==> src/assert_macros.svh <==
// assertion helpers shared by the rtl
`ifndef ASSERT_MACROS_SVH
`define ASSERT_MACROS_SVH

// checked only while out of reset
`define ASSERT_CLK(label, clk, rstn, prop, msg) \
    label: assert property (@(posedge clk) disable iff (!rstn) prop) else $error(msg);

// checked at every edge, reset included
`define ASSERT_ALWAYS(label, clk, prop, msg) \
    label: assert property (@(posedge clk) prop) else $error(msg);

`endif

==> src/bac_pkg.sv <==
package bac_pkg;

    localparam int unsigned DATA_W = 8;
    localparam int unsigned OP_W   = 5;

    localparam logic [DATA_W-1:0] SIGN_MASK = 8'h80;
    localparam logic [DATA_W:0]   HALF_MASK = 9'h010;

    typedef logic [DATA_W-1:0] byte_t;

    typedef enum logic [OP_W-1:0] {
        OP_ADC       = 5'd0,
        OP_ADD       = 5'd1,
        OP_AND       = 5'd2,
        OP_ASR       = 5'd3,
        OP_BIT       = 5'd4,
        OP_CLR       = 5'd5,
        OP_CMP       = 5'd6,
        OP_COM       = 5'd7,
        OP_DEC       = 5'd8,
        OP_EOR       = 5'd9,
        OP_INC       = 5'd10,
        OP_LD        = 5'd11,
        OP_LSL       = 5'd12,
        OP_LSR       = 5'd13,
        OP_NEG       = 5'd14,
        OP_OR        = 5'd15,
        OP_ROL       = 5'd16,
        OP_ROR       = 5'd17,
        OP_SBC       = 5'd18,
        OP_SUB       = 5'd19,
        OP_TST       = 5'd20,
        OP_FLAGWRITE = 5'd21
    } op_t;

    typedef struct packed {
        logic half;
        logic negative;
        logic zero;
        logic carry;
    } flags_t;

    localparam flags_t FLAGS_RESET = '0;

endpackage

==> src/bac_alu.sv <==
module bac_alu (
    input  logic [bac_pkg::OP_W-1:0] op,
    input  bac_pkg::byte_t           operand_a,
    input  bac_pkg::byte_t           operand_b,
    input  bac_pkg::flags_t          flags_in,
    output bac_pkg::byte_t           result,
    output bac_pkg::flags_t          flags_out
);

    logic [bac_pkg::DATA_W:0] sum_w;
    logic [bac_pkg::DATA_W:0] diff_w;
    logic [bac_pkg::DATA_W:0] low_sum_w;
    logic                     cin;
    bac_pkg::byte_t           zn_src;
    logic                     set_zn;

    // shared adder and subtractor, carry in only for adc and sbc
    always_comb begin
        cin       = ((op == bac_pkg::OP_ADC) || (op == bac_pkg::OP_SBC)) ? flags_in.carry : 1'b0;
        sum_w     = {1'b0, operand_a} + {1'b0, operand_b} + {{bac_pkg::DATA_W{1'b0}}, cin};
        diff_w    = {1'b0, operand_a} - {1'b0, operand_b} - {{bac_pkg::DATA_W{1'b0}}, cin};
        low_sum_w = {5'd0, operand_a[3:0]} + {5'd0, operand_b[3:0]}
                  + {{bac_pkg::DATA_W{1'b0}}, cin};
    end

    always_comb begin
        result    = operand_a;
        flags_out = flags_in;
        zn_src    = operand_a;
        set_zn    = 1'b1;
        case (op)
            bac_pkg::OP_ADC, bac_pkg::OP_ADD: begin
                result          = sum_w[bac_pkg::DATA_W-1:0];
                flags_out.carry = sum_w[bac_pkg::DATA_W];
                flags_out.half  = |(low_sum_w & bac_pkg::HALF_MASK);
                zn_src          = result;
            end
            bac_pkg::OP_SBC, bac_pkg::OP_SUB: begin
                result          = diff_w[bac_pkg::DATA_W-1:0];
                flags_out.carry = diff_w[bac_pkg::DATA_W];
                zn_src          = result;
            end
            bac_pkg::OP_CMP: begin
                flags_out.carry = diff_w[bac_pkg::DATA_W];
                zn_src          = diff_w[bac_pkg::DATA_W-1:0];
            end
            bac_pkg::OP_AND: begin
                result = operand_a & operand_b;
                zn_src = result;
            end
            bac_pkg::OP_BIT: begin
                zn_src = operand_a & operand_b;
            end
            bac_pkg::OP_EOR: begin
                result = operand_a ^ operand_b;
                zn_src = result;
            end
            bac_pkg::OP_OR: begin
                result = operand_a | operand_b;
                zn_src = result;
            end
            bac_pkg::OP_LD: begin
                result = operand_b;
                zn_src = result;
            end
            bac_pkg::OP_CLR: begin
                result = '0;
                zn_src = '0;
            end
            bac_pkg::OP_COM: begin
                result          = ~operand_a;
                flags_out.carry = 1'b1;
                zn_src          = result;
            end
            bac_pkg::OP_NEG: begin
                result          = '0 - operand_a;
                flags_out.carry = |result;
                zn_src          = result;
            end
            bac_pkg::OP_INC: begin
                result = operand_a + 8'd1;
                zn_src = result;
            end
            bac_pkg::OP_DEC: begin
                result = operand_a - 8'd1;
                zn_src = result;
            end
            bac_pkg::OP_ASR: begin
                result          = (operand_a >> 1) | (operand_a & bac_pkg::SIGN_MASK);
                flags_out.carry = operand_a[0];
                zn_src          = result;
            end
            bac_pkg::OP_LSR: begin
                result          = operand_a >> 1;
                flags_out.carry = operand_a[0];
                zn_src          = result;
            end
            bac_pkg::OP_ROR: begin
                result          = {flags_in.carry, operand_a[bac_pkg::DATA_W-1:1]};
                flags_out.carry = operand_a[0];
                zn_src          = result;
            end
            bac_pkg::OP_LSL: begin
                result          = operand_a << 1;
                flags_out.carry = operand_a[bac_pkg::DATA_W-1];
                zn_src          = result;
            end
            bac_pkg::OP_ROL: begin
                result          = {operand_a[bac_pkg::DATA_W-2:0], flags_in.carry};
                flags_out.carry = operand_a[bac_pkg::DATA_W-1];
                zn_src          = result;
            end
            bac_pkg::OP_TST: begin
                zn_src = operand_a;
            end
            bac_pkg::OP_FLAGWRITE: begin
                flags_out = bac_pkg::flags_t'(operand_b[3:0]);
                set_zn    = 1'b0;
            end
            default: begin
                set_zn = 1'b0;
            end
        endcase
        if (set_zn) begin
            flags_out.zero     = (zn_src == '0);
            flags_out.negative = |(zn_src & bac_pkg::SIGN_MASK);
        end
    end

endmodule

==> src/byte_alu_with_condition_flags.sv <==
// Eight-bit ALU with carry, zero, negative and half carry flags. An item is an
// operation code and two operand bytes; each item gives one result item holding
// the result byte and the four flags as they stand after the operation. The
// flags start cleared after reset and carry from one item to the next. An item
// is registered on accept into the input register, passes through the ALU, and
// its result and flags are registered at the output once the output is free.
// One item is taken every clock while results are taken. The flag register
// sits on the ALU output and feeds back into the ALU as the flags of the next
// item, which allows the one item per clock rate.
`include "assert_macros.svh"

module byte_alu_with_condition_flags (
    input  logic                     aclk,
    input  logic                     aresetn,
    input  logic                     s_valid,
    output logic                     s_ready,
    input  logic [bac_pkg::OP_W-1:0] s_req_type,
    input  bac_pkg::byte_t           s_operand_a,
    input  bac_pkg::byte_t           s_operand_b,
    output logic                     m_valid,
    input  logic                     m_ready,
    output bac_pkg::byte_t           m_result,
    output logic                     m_carry_out,
    output logic                     m_zero_out,
    output logic                     m_negative_out,
    output logic                     m_half_out
);

    logic                     in_valid_reg;
    logic [bac_pkg::OP_W-1:0] in_op_reg;
    bac_pkg::byte_t           in_a_reg;
    bac_pkg::byte_t           in_b_reg;
    logic                     m_valid_reg;
    bac_pkg::byte_t           result_reg;
    bac_pkg::byte_t           result_next;
    bac_pkg::flags_t          flags_reg;
    bac_pkg::flags_t          flags_next;
    logic                     out_free;
    logic                     advance;

    assign out_free = !m_valid_reg || m_ready;
    assign advance  = in_valid_reg && out_free;
    assign s_ready  = !in_valid_reg || out_free;

    always_ff @(posedge aclk) begin
        if (!aresetn) begin
            in_valid_reg <= 1'b0;
        end else if (s_ready) begin
            in_valid_reg <= s_valid;
        end
    end

    always_ff @(posedge aclk) begin
        if (s_valid && s_ready) begin
            in_op_reg <= s_req_type;
            in_a_reg  <= s_operand_a;
            in_b_reg  <= s_operand_b;
        end
    end

    bac_alu u_alu (
        .op        (in_op_reg),
        .operand_a (in_a_reg),
        .operand_b (in_b_reg),
        .flags_in  (flags_reg),
        .result    (result_next),
        .flags_out (flags_next)
    );

    // flags double as the result item's flag fields
    always_ff @(posedge aclk) begin
        if (!aresetn) begin
            m_valid_reg <= 1'b0;
            flags_reg   <= bac_pkg::FLAGS_RESET;
        end else begin
            if (out_free) begin
                m_valid_reg <= in_valid_reg;
            end
            if (advance) begin
                flags_reg <= flags_next;
            end
        end
    end

    always_ff @(posedge aclk) begin
        if (advance) begin
            result_reg <= result_next;
        end
    end

    assign m_valid        = m_valid_reg;
    assign m_result       = result_reg;
    assign m_carry_out    = flags_reg.carry;
    assign m_zero_out     = flags_reg.zero;
    assign m_negative_out = flags_reg.negative;
    assign m_half_out     = flags_reg.half;

    `ASSERT_ALWAYS(a_reset_clears, aclk,
        !aresetn |=> (flags_reg == bac_pkg::FLAGS_RESET && !m_valid_reg && !in_valid_reg),
        "reset did not clear flags and valids")
    `ASSERT_CLK(a_flags_hold, aclk, aresetn, !advance |=> $stable(flags_reg),
        "flags changed without an item")
    `ASSERT_CLK(a_item_moves, aclk, aresetn, advance |=> m_valid_reg,
        "item lost between stages")
    `ASSERT_CLK(a_stall_holds, aclk, aresetn,
        (m_valid_reg && !m_ready) |=> ($stable(result_reg) && $stable(flags_reg)),
        "stalled result changed")

endmodule
==> config.mk <==
export PLATFORM = sky130hd
export DESIGN_NAME = byte_alu_with_condition_flags
export DESIGN_NICKNAME = d
export VERILOG_FILES = /design/src/bac_pkg.sv /design/src/bac_alu.sv /design/src/byte_alu_with_condition_flags.sv
export VERILOG_INCLUDE_DIRS = /design/src /design/src/src
export SDC_FILE = /design/constraint.sdc
export NUM_CORES = 1
export LEC_CHECK = 0
export ABC_AREA = 0
export BUFFER_PORTS_ARGS = -buffer_cell sky130_fd_sc_hd__buf_2
export CAP_MARGIN = 5
export CELL_PAD_IN_SITES_DETAIL_PLACEMENT = 0
export CELL_PAD_IN_SITES_GLOBAL_PLACEMENT = 1
export CORE_MARGIN = 2
export CORE_UTILIZATION = 40
export DETAILED_ROUTE_END_ITERATION = 16
export HOLD_SLACK_MARGIN = 0.06
export PLACE_DENSITY_LB_ADDON = 0.1
export SLEW_MARGIN = 20
export SYNTH_ARGS = -nofsm -noshare
export SYNTH_HDL_FRONTEND = slang
export SYNTH_SLANG_ARGS = --single-unit
==> constraint.sdc <==
create_clock -name aclk -period 5 [get_ports aclk]
set_input_delay 0.75 -clock aclk [delete_from_list [all_inputs] [get_ports aclk]]
set_output_delay 0.75 -clock aclk [all_outputs]
set_load 0.01 [all_outputs]
Yosys cells after proc, flatten, opt, wreduce, memory -nomap -nowiden --
Cells that the tools add are included.
Cells by class: shift-type cells 0, $mul 0, equal/unequal tests 21, div/mod/pow operators 0, $add $sub $neg 9, reduce and logical (&&, ||, !) cells 23, multiplexer cells 8, $lt $le $gt $ge 0, bitwise logic cells 5
Operators by type and width (count):
- $pmux 8 s16 | 2
- $eq 5x4->1 const B | 8
- $eq 5x5->1 const B | 6
- $reduce_or 21->1 | 1
- $eq 5x3->1 const B | 4
- $eq 5x2->1 const B | 2
- $add 8x8->9 | 1
- $add 9x1->9 | 1
- $sub 8x8->9 | 1
- $sub 9x1->9 | 1
- $add 8x1->8 const B | 1
- $and 8x8->8 | 1
- $logic_not 8->1 | 1
- $not 8->8 | 1
- $or 7x8->8 | 1
- $or 8x8->8 | 1
- $reduce_or 2->1 | 4
- $reduce_or 8->1 | 1
- $sub 1x8->8 const A | 1
- $sub 8x1->8 const B | 1
- $xor 8x8->8 | 1
- $pmux 1 s7 | 1
- $reduce_bool 7->1 | 1
- $reduce_and 2->1 | 3
- 12 further kinds | 20
Storage, ports and cells: latch bits 0, output and inout bits 14, flip-flop bits (word level) 35, bits of input ports 25, bits in writable memories 0, memories kept 0, bits in read-only memories 0, word-level logic and storage cells 76

Depth between registers and ports, before layout --
depth after elaboration 7, mapped depth 17, mapped depth without buffers 15

Cells and area by module --
From an unflattened synthesis, not the netlist that was laid out.
Unflattened totals: cells, all modules 425, area total of the unflattened synthesis 3631.0 µm²
By module, submodules not included:
- bac_alu | instances 1, area an instance 2502.4 µm², cells an instance 369
- byte_alu_with_condition_flags | instances 1, area an instance 1128.6 µm², cells an instance 56

Worst setup path after synthesis --
Ideal clock, no wire load.
path type register to register, from reg in_op_reg[3] (netlist bit), to reg flags_reg, in the netlist m_carry_out, setup time 0.116 ns, path slack 1.274 ns, arrival time 3.610 ns, cell stages (with the launch flop) 18, period minus slack after synthesis 3.726 ns, cells stage by stage edfxtp_1 > buf_2 > buf_2 > nor2_1 > nand4_1 > inv_1 > fa_1 > inv_1 > ha_1 > or2_2 > fa_1 > o21ai_0 > a211oi_1 > a21o_1 > a21oi_1 > xnor2_1 > o221ai_1 > a31o_2
Between the ends: word-level cells in the longest chain between the ends 5
Ends and longest elaborated chain:
- start, declared | line byte_alu_with_condition_flags.sv:30 | logic [bac_pkg::OP_W-1:0] in_op_reg;
- start signal, assigned | line byte_alu_with_condition_flags.sv:55 | in_op_reg <= s_req_type;
- $eq 5x5->1 / $logic_not 5->1 (equally long branches) | line bac_alu.sv:19, bac_alu.sv:31
- $logic_or 1x1->1 | line bac_alu.sv:19 | cin = ((op == bac_pkg::OP_ADC) || (op == bac_pkg::OP_SBC)) ? flags_in.carry : 1'b0;
- $mux 1 | line bac_alu.sv:19
- $sub 9x1->9 / $add 9x1->9 (equally long branches) | line bac_alu.sv:21, bac_alu.sv:20
- $pmux 1 s7 | line bac_alu.sv:31 | case (op)
- end signal, assigned | line byte_alu_with_condition_flags.sv:74 | flags_reg <= bac_pkg::FLAGS_RESET;
- end signal, assigned | line byte_alu_with_condition_flags.sv:80 | flags_reg <= flags_next;
- end, declared | line byte_alu_with_condition_flags.sv:36 | bac_pkg::flags_t flags_reg;
Several ways; a longest one is shown, not always the timed one. A chain may end at the register's enable or synchronous reset.

Worst setup path after layout --
from reg in_op_reg[4] (netlist bit), to reg flags_reg, in the netlist m_zero_out
Between the ends: word-level cells in the longest chain between the ends 7
Ends and longest elaborated chain:
- $eq 5x5->1 / $logic_not 5->1 (equally long branches) | line bac_alu.sv:19, bac_alu.sv:31
- $logic_or 1x1->1 | line bac_alu.sv:19
- $mux 1 | line bac_alu.sv:19
- $sub 9x1->9 / $add 9x1->9 (equally long branches) | line bac_alu.sv:21, bac_alu.sv:20
- $pmux 8 s16 | line bac_alu.sv:31
- $logic_not 8->1 | line bac_alu.sv:125 | flags_out.zero = (zn_src == '0);
- $mux 2 | line bac_alu.sv:124 | if (set_zn) begin
Several ways; a longest one is shown, not always the timed one.

==> impl_metrics.toml <==
[sta]
slew_headroom = 0.3629
grt_setup_unrepaired = "no"
worst_hold_slack_ps = 506.8
fmax_mhz = 247.4
skew_ps = 6.541
hold_viol_final = 0
layout_min_cycle_time_ps = 4042
slew_viol_final = 0
setup_violations = 0
fin_crit_sh = 0.8085
tns_ps = 0
setup_slack_ps = 957.7
worst_slew_pin_slew_ps = 955.7

[synthesis]
ys_seq_area_frac = 0.2656
synth.distinct_cells = 77
synth.largest_area_cell = "edfxtp_1"
syn-num-nets = 487
syn_area_um2 = 3731
synth-main-ff-cell = "edfxtp_1"
avgSynthCellArea_um2 = 8.758
synth.top_cell.area_share = 0.2334
ys_warn_count = 0
synth_cells = 426
synth_edf_count = 29
synth_seq_cells = 35
synthArstFlopShare = 0
synthTopCellsByArea = "edfxtp_1, ha_1, dfxtp_1"

[power]
p_leak_nw = 1.589
irDropWorstVdd_mv = 0.09095
p_per_area_nw_per_um2 = 209.9

[clock_tree]
postCtsSetupBuffers = 0
root_buffer = "clkbuf_8"
worstSkewPairLatency_ps = 290
cts_sinks = 35
htree_levels = 2
hold_buffers = 0
cts_buffer_depth = 2
cts_buffers = 5
cts_tree = "done"
cts_resized = 0
clkTransAtPathRegs_ps = 70

[routing]
vias = 3509
first_iter_violations = 303
postRouteAntennaNets = 0
wl_per_cell_um = 20.37
drc_errors = 0
routed_wl_um = 11470
via_per_inst = 6.233
first_pass_iters = 5

[placed_design]
dpl.cell_count = 555
port_buffers = 38
place.gp.congestion = 0.9046
hpwl_um = 8659
pre_cts_ws_ps = 1026

[cells_and_area]
final_cell_mix = "buf_2, nand2_1, ha_1"
fin_cells = 563
areaGrowthSynthToFinish_pct = 8.853
seqCellArea_um2 = 991.0
nNetsFinal = 512
fill_cells = 906
antenna_cells = 0
layout_commonest_cell = "buf_2"
drive_above_1_share = 0.1659
multiInputGateArea_um2 = 2492

[flow_run]
drv_cap = 0

[global_routing]
grt.total_usage = 0.2357
overflow = 0
grt_first_pass_wirelength_um = 18520
grt_antenna_before_repair = 0
grt_max_degree = 40
grt_pass1_vias = 3375

[setup_path]
cp.arrival_ps = 4280
critPathKind = "reg2reg"
cp_max_fo = 28
startpoint_type = "flop"
crit_required_ps = 5240
endpoint_kind = "flop"

[die]
core_um2 = 9153
die_area_um2 = 10120
start_util = 0.4077
io_pins = 39
die_height_um = 100.6
row_count = 35
die_x_um = 100.6

[worst_hold_path]
hold_path_class = "reg2reg"

[outcome]
status = "finished, final reports clean"
-- metrics by stage --
step                      power (mW)    util  cell area, um2
after floorplan               0.5708       -            3731
final                         0.8524  0.4437            4061
after detailed placement      0.6517  0.4350            3981
after CTS                     0.8554  0.4437            4061
after global placement        0.6535  0.4345            3976
after global routing          0.9085  0.4437            4061
-- final timing paths --
path,cells past startpoint,slack (ps),from,to
max reg2reg,15,960,in_op_reg[4],m_zero_out
max,15,960,in_op_reg[4],m_zero_out
min,1,510,in_valid_reg,m_valid
min reg2reg,1,510,in_valid_reg,m_valid
-- power by group --
group,internal (mW),switching (mW)
clock network,0.0990,0.100
logic,0.115,0.175
registers,0.337,0.0258
total,0.551,0.301
-- synth_stat cells (9+ instances only) --
cell and n:
edfxtp_1 29, nand2_1 32, nor2_1 31, o21ai_0 15, a21oi_1 16, inv_1 28, a211oi_1 16, xnor2_1 11
clkbuf_1 9, a31oi_1 9, nor3_1 11, ha_1 32, buf_2 13
-- area by class of cell --
class	instances	area share
well taps	111	0.03420
clock buffers	8	0.01972
inverters	29	0.02680
flip-flops and latches	35	0.2440
multi-input cells	334	0.6137
repair buffers	46	0.06161
-- per-layer routing --
| metal | share of wire | wire, um | track usage | vias up |
|---|---|---|---|---|
| met1 | 0.47 | 5405 | 0.3395 | 1672 |
| li1 | - | - | - | 1678 |
| met3 | 0.049 | 566 | 0.03398 | 17 |
| met2 | 0.46 | 5257 | 0.3615 | 142 |
| met4 | 0.021 | 238 | 0.07798 | 0 |
| met5 | 0 | 0 | 0 | - |
-- cells by family after synthesis --
family,Yosys count,share of synthesized area
compound gates,129,0.2576
xor+xnor,16,0.03756
fa+ha+maj,36,0.1288
buf+inv,57,0.06774
flops,35,0.2656
mux,5,0.01408
simple gates,148,0.2287
-- critical path, cell delays in order, from the launching register on --
cell and delay (ps):
edfxtp_1 360, buf_4 220, xnor2_1 280, nand4_1 200
inv_1 120, fa_1 440, ha_1 220, or2_2 290
fa_1 440, o21ai_0 270, a211oi_1 160, xor2_1 180
o21a_1 210, nor4_1 210, and4_1 230, o211a_1 160
Power figures use the tool's default switching activity.
